## config.mk

```make
export PLATFORM = sky130hd
export DESIGN_NAME = multi_timer_scheduler
export DESIGN_NICKNAME = d
export VERILOG_FILES = /design/src/rtl/mts_pkg.sv /design/src/rtl/mts_slot_mem.sv /design/src/rtl/mts_arith.sv /design/src/rtl/multi_timer_scheduler.sv
export SDC_FILE = /design/constraint.sdc
export NUM_CORES = 2
export LEC_CHECK = 0
export BUFFER_PORTS_ARGS = -buffer_cell sky130_fd_sc_hd__buf_2
export CORE_MARGIN = 2
export CORE_UTILIZATION = 55
export CTS_CLUSTER_DIAMETER = 150
export DETAILED_ROUTE_END_ITERATION = 7
export GPL_TIMING_DRIVEN = 0
export PLACE_DENSITY = 0.71
export SLEW_MARGIN = 20
export SYNTH_ARGS = -nofsm -noshare
export SYNTH_HDL_FRONTEND = slang
export SYNTH_SLANG_ARGS = --single-unit
export TNS_END_PERCENT = 1
```

## constraint.sdc

```tcl
create_clock -name clk -period 18.8 [get_ports clk]
set_clock_uncertainty 0.2 [all_clocks]
set_input_delay 5.64 -clock clk [delete_from_list [all_inputs] [get_ports clk]]
set_output_delay 5.64 -clock clk [all_outputs]
set_load 0.02 [all_outputs]
```

## src/rtl/mts_pkg.sv

```systemverilog
// Shared types, constants and codes of the multi-timer scheduler.
package mts_pkg;

    // Default slot count and the largest table that a 5-bit slot number can address.
    localparam int TIMER_SLOTS_DEF = 32;
    localparam int SLOT_MAX        = 32;

    // Field widths.
    localparam int TIME_W    = 48;
    localparam int PERIOD_W  = 32;
    localparam int SLOT_ID_W = 5;
    localparam int FIRE_CNT_W = 6;

    // Input operation codes.
    typedef enum logic [1:0] {
        OP_ADD    = 2'd0,
        OP_REMOVE = 2'd1,
        OP_TICK   = 2'd2
    } op_t;

    // Result kinds.
    typedef enum logic [1:0] {
        KIND_ADD       = 2'd0,
        KIND_REMOVE    = 2'd1,
        KIND_FIRED     = 2'd2,
        KIND_IDLE_TICK = 2'd3
    } kind_t;

    // Sequencer states.
    typedef enum logic [2:0] {
        ST_IDLE,
        ST_ADD,
        ST_REM,
        ST_SCAN,
        ST_FIRE,
        ST_RESCHED,
        ST_EMIT
    } state_t;

    // Request to the slot memory: one write port and one read address.
    typedef struct packed {
        logic                  we;
        logic [SLOT_ID_W-1:0]  waddr;
        logic [TIME_W-1:0]     wdeadline;
        logic [PERIOD_W-1:0]   wperiod;
        logic [SLOT_ID_W-1:0]  raddr;
    } mem_req_t;

    // One slot entry as read from the memory.
    typedef struct packed {
        logic [TIME_W-1:0]   deadline;
        logic [PERIOD_W-1:0] period;
    } slot_entry_t;

    // Operands of the shared adder and comparator.
    typedef struct packed {
        logic [TIME_W-1:0]   add_a;
        logic [PERIOD_W-1:0] add_b;
        logic [TIME_W:0]     cmp_a;
        logic [TIME_W:0]     cmp_b;
    } arith_in_t;

    // Results of the shared adder and comparator.
    typedef struct packed {
        logic [TIME_W:0] sum;
        logic            lt;
        logic            eq;
    } arith_out_t;

endpackage

```

## src/rtl/mts_slot_mem.sv

```systemverilog
// Deadline and period storage of the timer slots, one write and one registered read port.
module mts_slot_mem #(
    parameter int SLOT_COUNT = mts_pkg::TIMER_SLOTS_DEF
) (
    input  logic                  clk,
    input  mts_pkg::mem_req_t     req,
    output mts_pkg::slot_entry_t  rdata
);

    localparam int IDX_W = $clog2(SLOT_COUNT);

    logic [mts_pkg::TIME_W-1:0]   deadline_mem [SLOT_COUNT];
    logic [mts_pkg::PERIOD_W-1:0] period_mem   [SLOT_COUNT];
    mts_pkg::slot_entry_t         rdata_reg;

    // Write port.
    always_ff @(posedge clk)
    begin
        if (req.we)
        begin
            deadline_mem[req.waddr[IDX_W-1:0]] <= req.wdeadline;
            period_mem[req.waddr[IDX_W-1:0]]   <= req.wperiod;
        end
    end

    // Registered read port.
    always_ff @(posedge clk)
    begin
        rdata_reg.deadline <= deadline_mem[req.raddr[IDX_W-1:0]];
        rdata_reg.period   <= period_mem[req.raddr[IDX_W-1:0]];
    end

    assign rdata = rdata_reg;

endmodule

```

## src/rtl/mts_arith.sv

```systemverilog
// Shared deadline adder and magnitude comparator used by the add, scan, fire and reschedule steps of the sequencer.
module mts_arith (
    input  mts_pkg::arith_in_t  op_in,
    output mts_pkg::arith_out_t res
);

    // One 49-bit adder; the carry out is kept for the reschedule compare against now.
    assign res.sum = {1'b0, op_in.add_a}
                   + {{(mts_pkg::TIME_W + 1 - mts_pkg::PERIOD_W){1'b0}}, op_in.add_b};

    // One 49-bit compare.
    assign res.lt = (op_in.cmp_a < op_in.cmp_b);
    assign res.eq = (op_in.cmp_a == op_in.cmp_b);

endmodule

```

## src/rtl/multi_timer_scheduler.sv

```systemverilog
// Timer table scheduler: sequencer, slot flags and output register.
// Add walks the slot flags for the lowest free slot; remove checks only the target slot.
// A tick walks the deadline memory once per fired slot through its single read port, reschedules
// a periodic slot and emits each result beat; one last walk, or the result limit, ends it.
// The block takes one item at a time, only while idle; a stalled output holds it in its emit state.
// Reset clears all slot valid flags at once; deadline and period storage is not cleared.
module multi_timer_scheduler #(
    parameter int TIMER_SLOTS = mts_pkg::TIMER_SLOTS_DEF
) (
    input  logic        clk,
    input  logic        rst_n,
    input  logic        s_tvalid,
    output logic        s_tready,
    input  logic [87:0] s_tdata,   // now[47:0], interval[79:48], repeating[80], target_id[85:81]
    input  logic [1:0]  s_tuser,   // operation[1:0]
    output logic        m_tvalid,
    input  logic        m_tready,
    output logic [7:0]  m_tdata,   // slot_id[4:0], ok[5]
    output logic [1:0]  m_tuser,   // kind[1:0]
    output logic        m_tlast
);

    localparam int SLOT_COUNT = (TIMER_SLOTS < mts_pkg::SLOT_MAX) ? TIMER_SLOTS
                                                                  : mts_pkg::SLOT_MAX;
    localparam int IDX_W = $clog2(SLOT_COUNT);
    localparam int CNT_W = IDX_W + 1;
    localparam logic [CNT_W-1:0] CNT_LAST = CNT_W'(SLOT_COUNT - 1);
    localparam logic [CNT_W-1:0] CNT_END  = CNT_W'(SLOT_COUNT);
    localparam logic [mts_pkg::SLOT_ID_W:0] SLOT_LIMIT = (mts_pkg::SLOT_ID_W + 1)'(SLOT_COUNT);
    localparam logic [mts_pkg::FIRE_CNT_W-1:0] FIRE_LAST =
        mts_pkg::FIRE_CNT_W'(mts_pkg::SLOT_MAX - 1);

    // Input field views.
    logic [mts_pkg::TIME_W-1:0]    in_now;
    logic [mts_pkg::PERIOD_W-1:0]  in_interval;
    logic                          in_repeating;
    logic [mts_pkg::SLOT_ID_W-1:0] in_target_id;

    assign in_now       = s_tdata[47:0];
    assign in_interval  = s_tdata[79:48];
    assign in_repeating = s_tdata[80];
    assign in_target_id = s_tdata[85:81];

    // Control and item registers.
    mts_pkg::state_t state_reg, state_next;
    mts_pkg::state_t ret_reg, ret_next;
    logic [mts_pkg::TIME_W-1:0]    now_reg, now_next;
    logic [mts_pkg::PERIOD_W-1:0]  ival_reg, ival_next;
    logic                          rep_reg, rep_next;
    logic [mts_pkg::SLOT_ID_W-1:0] tid_reg, tid_next;
    logic [CNT_W-1:0]              cnt_reg, cnt_next;
    logic                          chk_valid_reg, chk_valid_next;
    logic [IDX_W-1:0]              chk_idx_reg, chk_idx_next;
    logic                          found_reg, found_next;
    logic [IDX_W-1:0]              best_idx_reg, best_idx_next;
    logic [mts_pkg::TIME_W-1:0]    best_dl_reg, best_dl_next;
    logic [mts_pkg::PERIOD_W-1:0]  best_per_reg, best_per_next;
    logic [mts_pkg::TIME_W:0]      sum_reg, sum_next;
    logic                          pend_valid_reg, pend_valid_next;
    logic [IDX_W-1:0]              pend_idx_reg, pend_idx_next;
    logic [mts_pkg::FIRE_CNT_W-1:0] fire_cnt_reg, fire_cnt_next;

    // Pending result beat.
    mts_pkg::kind_t                res_kind_reg, res_kind_next;
    logic [mts_pkg::SLOT_ID_W-1:0] res_id_reg, res_id_next;
    logic                          res_ok_reg, res_ok_next;
    logic                          res_last_reg, res_last_next;

    // Output register.
    logic                          out_valid_reg, out_valid_next;
    mts_pkg::kind_t                out_kind_reg, out_kind_next;
    logic [mts_pkg::SLOT_ID_W-1:0] out_id_reg, out_id_next;
    logic                          out_ok_reg, out_ok_next;
    logic                          out_last_reg, out_last_next;

    // Slot flags.
    logic [SLOT_COUNT-1:0] valid_reg;
    logic [SLOT_COUNT-1:0] periodic_reg;
    logic                  valid_we;
    logic                  valid_wdata;
    logic [IDX_W-1:0]      valid_widx;
    logic                  periodic_we;

    // Memory and shared unit connections.
    mts_pkg::mem_req_t    mem_req;
    mts_pkg::slot_entry_t mem_rdata;
    mts_pkg::arith_in_t   arith_in;
    mts_pkg::arith_out_t  arith_out;

    logic                       in_accept;
    logic                       fire_done;
    logic                       hit;
    logic [mts_pkg::TIME_W-1:0] limit;

    mts_slot_mem #(
        .SLOT_COUNT (SLOT_COUNT)
    ) u_slot_mem (
        .clk   (clk),
        .req   (mem_req),
        .rdata (mem_rdata)
    );

    mts_arith u_arith (
        .op_in (arith_in),
        .res   (arith_out)
    );

    assign s_tready  = (state_reg == mts_pkg::ST_IDLE);
    assign in_accept = s_tvalid && s_tready;

    // Shared unit operand selection by sequencer step.
    always_comb
    begin
        limit = found_reg ? best_dl_reg : now_reg;
        case (state_reg)
            mts_pkg::ST_ADD:
            begin
                arith_in.add_a = now_reg;
                arith_in.add_b = ival_reg;
            end
            mts_pkg::ST_FIRE:
            begin
                arith_in.add_a = best_dl_reg;
                arith_in.add_b = best_per_reg;
            end
            default:
            begin
                arith_in.add_a = now_reg;
                arith_in.add_b = mts_pkg::PERIOD_W'(1);
            end
        endcase
        if (state_reg == mts_pkg::ST_SCAN)
        begin
            arith_in.cmp_a = {1'b0, mem_rdata.deadline};
            arith_in.cmp_b = {1'b0, limit};
        end
        else
        begin
            arith_in.cmp_a = sum_reg;
            arith_in.cmp_b = {1'b0, now_reg};
        end
    end

    // A checked slot beats the current candidate: expired and strictly earlier.
    assign hit = chk_valid_reg && valid_reg[chk_idx_reg]
              && (found_reg ? arith_out.lt : (arith_out.lt || arith_out.eq));

    // Sequencer next state and datapath control.
    always_comb
    begin
        state_next      = state_reg;
        ret_next        = ret_reg;
        now_next        = now_reg;
        ival_next       = ival_reg;
        rep_next        = rep_reg;
        tid_next        = tid_reg;
        cnt_next        = cnt_reg;
        chk_valid_next  = 1'b0;
        chk_idx_next    = chk_idx_reg;
        found_next      = found_reg;
        best_idx_next   = best_idx_reg;
        best_dl_next    = best_dl_reg;
        best_per_next   = best_per_reg;
        sum_next        = sum_reg;
        pend_valid_next = pend_valid_reg;
        pend_idx_next   = pend_idx_reg;
        fire_cnt_next   = fire_cnt_reg;
        res_kind_next   = res_kind_reg;
        res_id_next     = res_id_reg;
        res_ok_next     = res_ok_reg;
        res_last_next   = res_last_reg;
        out_valid_next  = out_valid_reg && !m_tready;
        out_kind_next   = out_kind_reg;
        out_id_next     = out_id_reg;
        out_ok_next     = out_ok_reg;
        out_last_next   = out_last_reg;
        valid_we        = 1'b0;
        valid_wdata     = 1'b0;
        valid_widx      = best_idx_reg;
        periodic_we     = 1'b0;
        fire_done       = 1'b0;
        mem_req.we        = 1'b0;
        mem_req.waddr     = mts_pkg::SLOT_ID_W'(best_idx_reg);
        mem_req.wdeadline = arith_out.sum[mts_pkg::TIME_W-1:0];
        mem_req.wperiod   = best_per_reg;
        mem_req.raddr     = mts_pkg::SLOT_ID_W'(cnt_reg[IDX_W-1:0]);

        case (state_reg)
            // Take an item and dispatch on its operation.
            mts_pkg::ST_IDLE:
            begin
                if (in_accept)
                begin
                    now_next  = in_now;
                    ival_next = in_interval;
                    rep_next  = in_repeating;
                    tid_next  = in_target_id;
                    cnt_next  = '0;
                    found_next = 1'b0;
                    pend_valid_next = 1'b0;
                    fire_cnt_next   = '0;
                    case (mts_pkg::op_t'(s_tuser))
                        mts_pkg::OP_ADD:    state_next = mts_pkg::ST_ADD;
                        mts_pkg::OP_REMOVE: state_next = mts_pkg::ST_REM;
                        mts_pkg::OP_TICK:   state_next = mts_pkg::ST_SCAN;
                        default:            state_next = mts_pkg::ST_IDLE;
                    endcase
                end
            end

            // Walk the valid flags for the lowest free slot.
            mts_pkg::ST_ADD:
            begin
                res_kind_next = mts_pkg::KIND_ADD;
                res_last_next = 1'b1;
                ret_next      = mts_pkg::ST_IDLE;
                if (!valid_reg[cnt_reg[IDX_W-1:0]])
                begin
                    mem_req.we    = 1'b1;
                    mem_req.waddr = mts_pkg::SLOT_ID_W'(cnt_reg[IDX_W-1:0]);
                    mem_req.wperiod = ival_reg;
                    valid_we      = 1'b1;
                    valid_wdata   = 1'b1;
                    valid_widx    = cnt_reg[IDX_W-1:0];
                    periodic_we   = 1'b1;
                    res_id_next   = mts_pkg::SLOT_ID_W'(cnt_reg[IDX_W-1:0]);
                    res_ok_next   = 1'b1;
                    state_next    = mts_pkg::ST_EMIT;
                end
                else if (cnt_reg == CNT_LAST)
                begin
                    res_id_next = '0;
                    res_ok_next = 1'b0;
                    state_next  = mts_pkg::ST_EMIT;
                end
                else
                begin
                    cnt_next = cnt_reg + CNT_W'(1);
                end
            end

            // Free the target slot if it is in range and in use.
            mts_pkg::ST_REM:
            begin
                res_kind_next = mts_pkg::KIND_REMOVE;
                res_id_next   = tid_reg;
                res_last_next = 1'b1;
                res_ok_next   = 1'b0;
                ret_next      = mts_pkg::ST_IDLE;
                state_next    = mts_pkg::ST_EMIT;
                if (({1'b0, tid_reg} < SLOT_LIMIT) && valid_reg[tid_reg[IDX_W-1:0]])
                begin
                    res_ok_next = 1'b1;
                    valid_we    = 1'b1;
                    valid_wdata = 1'b0;
                    valid_widx  = tid_reg[IDX_W-1:0];
                end
            end

            // Walk the deadlines for the earliest expired slot.
            mts_pkg::ST_SCAN:
            begin
                if (cnt_reg != CNT_END)
                begin
                    chk_valid_next = 1'b1;
                    chk_idx_next   = cnt_reg[IDX_W-1:0];
                    cnt_next       = cnt_reg + CNT_W'(1);
                end
                if (hit)
                begin
                    found_next    = 1'b1;
                    best_idx_next = chk_idx_reg;
                    best_dl_next  = mem_rdata.deadline;
                    best_per_next = mem_rdata.period;
                end
                if ((cnt_reg == CNT_END) && !chk_valid_reg)
                begin
                    res_kind_next = mts_pkg::KIND_FIRED;
                    res_id_next   = mts_pkg::SLOT_ID_W'(pend_idx_reg);
                    res_ok_next   = 1'b1;
                    if (found_reg)
                    begin
                        // Another slot fires, so the held beat is not the last.
                        res_last_next = 1'b0;
                        ret_next      = mts_pkg::ST_FIRE;
                        state_next    = pend_valid_reg ? mts_pkg::ST_EMIT : mts_pkg::ST_FIRE;
                    end
                    else
                    begin
                        res_last_next = 1'b1;
                        ret_next      = mts_pkg::ST_IDLE;
                        state_next    = mts_pkg::ST_EMIT;
                        if (!pend_valid_reg)
                        begin
                            res_kind_next = mts_pkg::KIND_IDLE_TICK;
                            res_id_next   = '0;
                            res_ok_next   = 1'b0;
                        end
                    end
                end
            end

            // Fire the chosen slot: free a one-shot, start the periodic sum.
            mts_pkg::ST_FIRE:
            begin
                if (periodic_reg[best_idx_reg])
                begin
                    sum_next   = arith_out.sum;
                    state_next = mts_pkg::ST_RESCHED;
                end
                else
                begin
                    valid_we    = 1'b1;
                    valid_wdata = 1'b0;
                    fire_done   = 1'b1;
                end
            end

            // Write the new deadline, falling back to now plus one.
            mts_pkg::ST_RESCHED:
            begin
                mem_req.we = 1'b1;
                if (!(arith_out.lt || arith_out.eq))
                begin
                    mem_req.wdeadline = sum_reg[mts_pkg::TIME_W-1:0];
                end
                fire_done = 1'b1;
            end

            // Hand the held beat to the output register once it is free.
            mts_pkg::ST_EMIT:
            begin
                if (!out_valid_reg || m_tready)
                begin
                    out_valid_next = 1'b1;
                    out_kind_next  = res_kind_reg;
                    out_id_next    = res_id_reg;
                    out_ok_next    = res_ok_reg;
                    out_last_next  = res_last_reg;
                    state_next     = ret_reg;
                end
            end

            default:
            begin
                state_next = mts_pkg::ST_IDLE;
            end
        endcase

        // Common end of a firing: hold it, then stop at the result limit or scan again.
        if (fire_done)
        begin
            pend_valid_next = 1'b1;
            pend_idx_next   = best_idx_reg;
            fire_cnt_next   = fire_cnt_reg + mts_pkg::FIRE_CNT_W'(1);
            cnt_next        = '0;
            found_next      = 1'b0;
            if (fire_cnt_reg == FIRE_LAST)
            begin
                res_kind_next = mts_pkg::KIND_FIRED;
                res_id_next   = mts_pkg::SLOT_ID_W'(best_idx_reg);
                res_ok_next   = 1'b1;
                res_last_next = 1'b1;
                ret_next      = mts_pkg::ST_IDLE;
                state_next    = mts_pkg::ST_EMIT;
            end
            else
            begin
                state_next = mts_pkg::ST_SCAN;
            end
        end
    end

    // Control registers.
    always_ff @(posedge clk or negedge rst_n)
    begin
        if (!rst_n)
        begin
            state_reg      <= mts_pkg::ST_IDLE;
            ret_reg        <= mts_pkg::ST_IDLE;
            chk_valid_reg  <= 1'b0;
            found_reg      <= 1'b0;
            pend_valid_reg <= 1'b0;
            out_valid_reg  <= 1'b0;
            cnt_reg        <= '0;
            fire_cnt_reg   <= '0;
            valid_reg      <= '0;
        end
        else
        begin
            state_reg      <= state_next;
            ret_reg        <= ret_next;
            chk_valid_reg  <= chk_valid_next;
            found_reg      <= found_next;
            pend_valid_reg <= pend_valid_next;
            out_valid_reg  <= out_valid_next;
            cnt_reg        <= cnt_next;
            fire_cnt_reg   <= fire_cnt_next;
            if (valid_we)
            begin
                valid_reg[valid_widx] <= valid_wdata;
            end
        end
    end

    // Payload registers.
    always_ff @(posedge clk)
    begin
        now_reg      <= now_next;
        ival_reg     <= ival_next;
        rep_reg      <= rep_next;
        tid_reg      <= tid_next;
        chk_idx_reg  <= chk_idx_next;
        best_idx_reg <= best_idx_next;
        best_dl_reg  <= best_dl_next;
        best_per_reg <= best_per_next;
        sum_reg      <= sum_next;
        pend_idx_reg <= pend_idx_next;
        res_kind_reg <= res_kind_next;
        res_id_reg   <= res_id_next;
        res_ok_reg   <= res_ok_next;
        res_last_reg <= res_last_next;
        out_kind_reg <= out_kind_next;
        out_id_reg   <= out_id_next;
        out_ok_reg   <= out_ok_next;
        out_last_reg <= out_last_next;
        if (periodic_we)
        begin
            periodic_reg[valid_widx] <= rep_reg;
        end
    end

    // Output beat.
    assign m_tvalid = out_valid_reg;
    assign m_tdata  = {2'b00, out_ok_reg, out_id_reg};
    assign m_tuser  = out_kind_reg;
    assign m_tlast  = out_last_reg;

endmodule
```

==> metrics.txt <==
status complete, but fails checks; failing checks design-rule violations; Max Freq 117 MHz; CTS tree yes; Worst setup EP type flop; clk sinks 2974; # DRC 1; mean area per synthesized cell about 21 µm²; leakage 44.0 nW; largest net degree at the start of global routing 55; WS Path Type flop to flop; Post-synth EDFFs approximately 2800; CTS Buf Count 312; Req. time, crit path around 19 ns; Hold/Removal Path Class flop to flop; initial antenna violation count 22; Tot GR Track Use between 20% and 30%; CORE AREA 0.213 mm²; Slew Viols, Final 0; Die Wd 467 µm; H-tree levels 5; PD cells between 100 and 150 mW/mm²; Sw Ratio 29.7%; min cycle time layout 8.55 ns; worst skew pair latency 0.95 ns; setup TNS 0 ns; worst-path fanout max 21; Mapped Cells ~5700; leading area contributor after synthesis edfxtp_1; Yosys reg bits 2974; CTS max path bufs 4; vias in the first global route 61100; Int Power roughly 14 mW; Synth area leaders edfxtp_1 (72%), mux4_2 (16%), nand2_1 (1.8%); Flop pwr share 44.3%; row count ~170; Tcrit/Tclk final 45.5%; Layout Cells excl Fill 9360; Gates resized, CTS repair 0; total setup buffers inserted after CTS 0; Synth Cell Area about 0.12 mm²; Tot Pwr 19.8 mW; Post-synth ARST share 1.82%; Worst-Margin Slew 1.23 ns; VDD IR max 0.114 mV; max reg flops 1536; count of different cell masters after synthesis 86; nets@finish 6478; NetSw 5.90 mW; Port Buffers 102; DRT Pass-1 Iters 8; Clock Pin Slew Worst Setup and Hold Paths 0.06 ns; Inst Count DP 8804; routed wire length per instance 33.7 µm; total number of vias 61500; share of cells above drive strength 1 between 20% and 30%; DRT antenna net count 0; most common cell after layout, fill and taps aside edfxtp_1; GPL Wtd Cong 0.900; post-layout util 64.0%; max-cap viol count 0; DRT iter0 DRCs 8821; IO Pins between 100 and 150; pre-CTS setup slack 10.52 ns; Final setup viols 0; first-pass GRT wire length roughly 450 mm; DRT Wirelength 315 mm; die area 0.218 mm²; ys flop type edfxtp_1; Gate power share 26.0%; area share of the leading cell type in the synthesized netlist between 70% and 80%; Initial Util 55.5%; P&R area growth vs syn 15.4%; CTS Hold Bufs 0; total gr overflow 0; Ys Warns 0; Rel. slew slack 17.9%; RSZ-0062 raised after global routing false; # fillers around 14000; PnR worst setup slack 10.25 ns; CTS root buffer clkbuf_16; register area share after synthesis between 70% and 80%; Clk pwr share 29.7%; vias per cell 6.57; height of the chip around 470 µm; Final Hold Vio Count 0; most frequent cells in the layout edfxtp_1 (2831), mux4_2 (834), nand2_1 (556); hpwl dp around 220 mm; startpoint types flop; Arrival @ worst endpoint 9.11 ns
[area by class of cell]
| class | count | area [µm²] | area share, % |
|---|---|---|---|
| sequential | 2974 | 88100 | 64.8 |
| multi-input combinational | 2371 | 28800 | 21.2 |
| clock buffer | 407 | 8360 | 6.15 |
| timing repair buffer | 320 | 4420 | 3.25 |
| tap | 2821 | 3530 | 2.60 |
| buffer | 290 | 1250 | 0.921 |
| clock inverter | 134 | 1230 | 0.902 |
| inverter | 28 | 110 | 0.0810 |
| antenna | 15 | 37.5 | 0.0276 |
[cell families (layout without fill, tap and decap cells)]
logic type | after synthesis | after routing | synth area share (%)
AND/OR/NAND/NOR | 889 | 889 | 3.23
flip-flops | 2974 | 2974 | 74.8
other | 1 | 17 | 0.00318
buffers and inverters | 318 | 1179 | 1.07
multiplexers | 1015 | 1015 | 17.7
AO/OA/AOI/OAI | 344 | 344 | 2.05
adder cells (fa/ha/maj) | 87 | 87 | 0.930
XOR/XNOR | 34 | 34 | 0.253
[synth_stat cells, types with 6 or more instances]
master and n:
edfxtp_1 2831, mux4_2 834, nand2_1 556, clkbuf_1 189, nor2_1 134, dfxtp_1 89, ha_1 86, mux2i_1 81
mux2_2 80, buf_1 72, a21oi_1 64, o21ai_0 64, dfrtp_1 54, a21o_1 44, nand3_1 41, nand4_1 33
nor3_1 32, a22o_1 31, inv_1 27, xnor2_1 26, buf_2 21, o31ai_1 16, nand2b_1 15, o21a_1 14
and3_1 13, mux2_1 13, nor2b_1 11, a211oi_1 10, nor4_1 10, or2_2 10, or3_1 10, a21boi_0 9
a31oi_1 9, o211ai_1 9, o21ai_1 9, xor2_1 8, o21bai_1 7, o41ai_1 7, mux4_1 6, o2bb2ai_1 6
[through the flow]
stage / area, µm² / hold WS (ns)
2_1_floorplan: 118000 / 0.186
3_3_place_gp: 122000 / 0.186
3_5_place_dp: 126000 / 0.189
4_1_cts: 136000 / 0.186
5_1_grt: 136000 / 0.190
6_report: 136000 / 0.186
[final timing paths]
path,startpoint,cells after the start,slack (ns),end
max,state_reg[0]$_DFFE_PN0P_,19,10.25,u_slot_mem.deadline_mem[0][44]$_DFFE_PP_
min,u_slot_mem.rdata[9]$_DFF_P_,0,0.19,best_per_reg[9]$_DFFE_PP_
max reg2reg,state_reg[0]$_DFFE_PN0P_,19,10.25,u_slot_mem.deadline_mem[0][44]$_DFFE_PP_
min reg2reg,u_slot_mem.rdata[9]$_DFF_P_,0,0.19,best_per_reg[9]$_DFFE_PP_
max in group asynchronous,rst_n,1,13.28,valid_reg[17]$_DFFE_PN0P_
min in group asynchronous,rst_n,1,4.53,fire_cnt_reg[3]$_DFFE_PN0P_
[power by group through the flow]
stage	combinational (mW)	sequential, mW	clock, mW
2_1_floorplan	3.24	8.86	0
4_1_cts	5.17	8.79	5.94
3_5_place_dp	5.13	8.92	0
3_3_place_gp	4.80	8.96	0
6_report	5.17	8.79	5.89
5_1_grt	5.51	8.81	6.19
[per-layer routing]
metal  up-vias  track usage, %  routed length (µm)
met5         -               0                  98
met4        14            10.9               12600
met3       625            5.18               30200
met2      3608            46.8              154000
met1     32600            40.5              118000
li1      24700               -                   -
[critical path: stages, from the launching register on]
cell	delay, ns
dfrtp_1	0.43
clkbuf_1	0.26
nor3b_2	0.65
buf_2	0.35
buf_2	0.43
buf_2	0.42
clkbuf_2	0.59
clkbuf_1	0.65
a22o_1	0.53
ha_1	0.19
clkbuf_1	0.28
nand3_1	0.15
nor2_1	0.19
nand2_1	0.07
o31ai_1	0.70
o21ai_0	0.38
a211oi_1	0.67
a21boi_0	0.33
o31ai_4	0.60
buf_8	0.25
No activity file was read; power rests on OpenSTA's default activity.
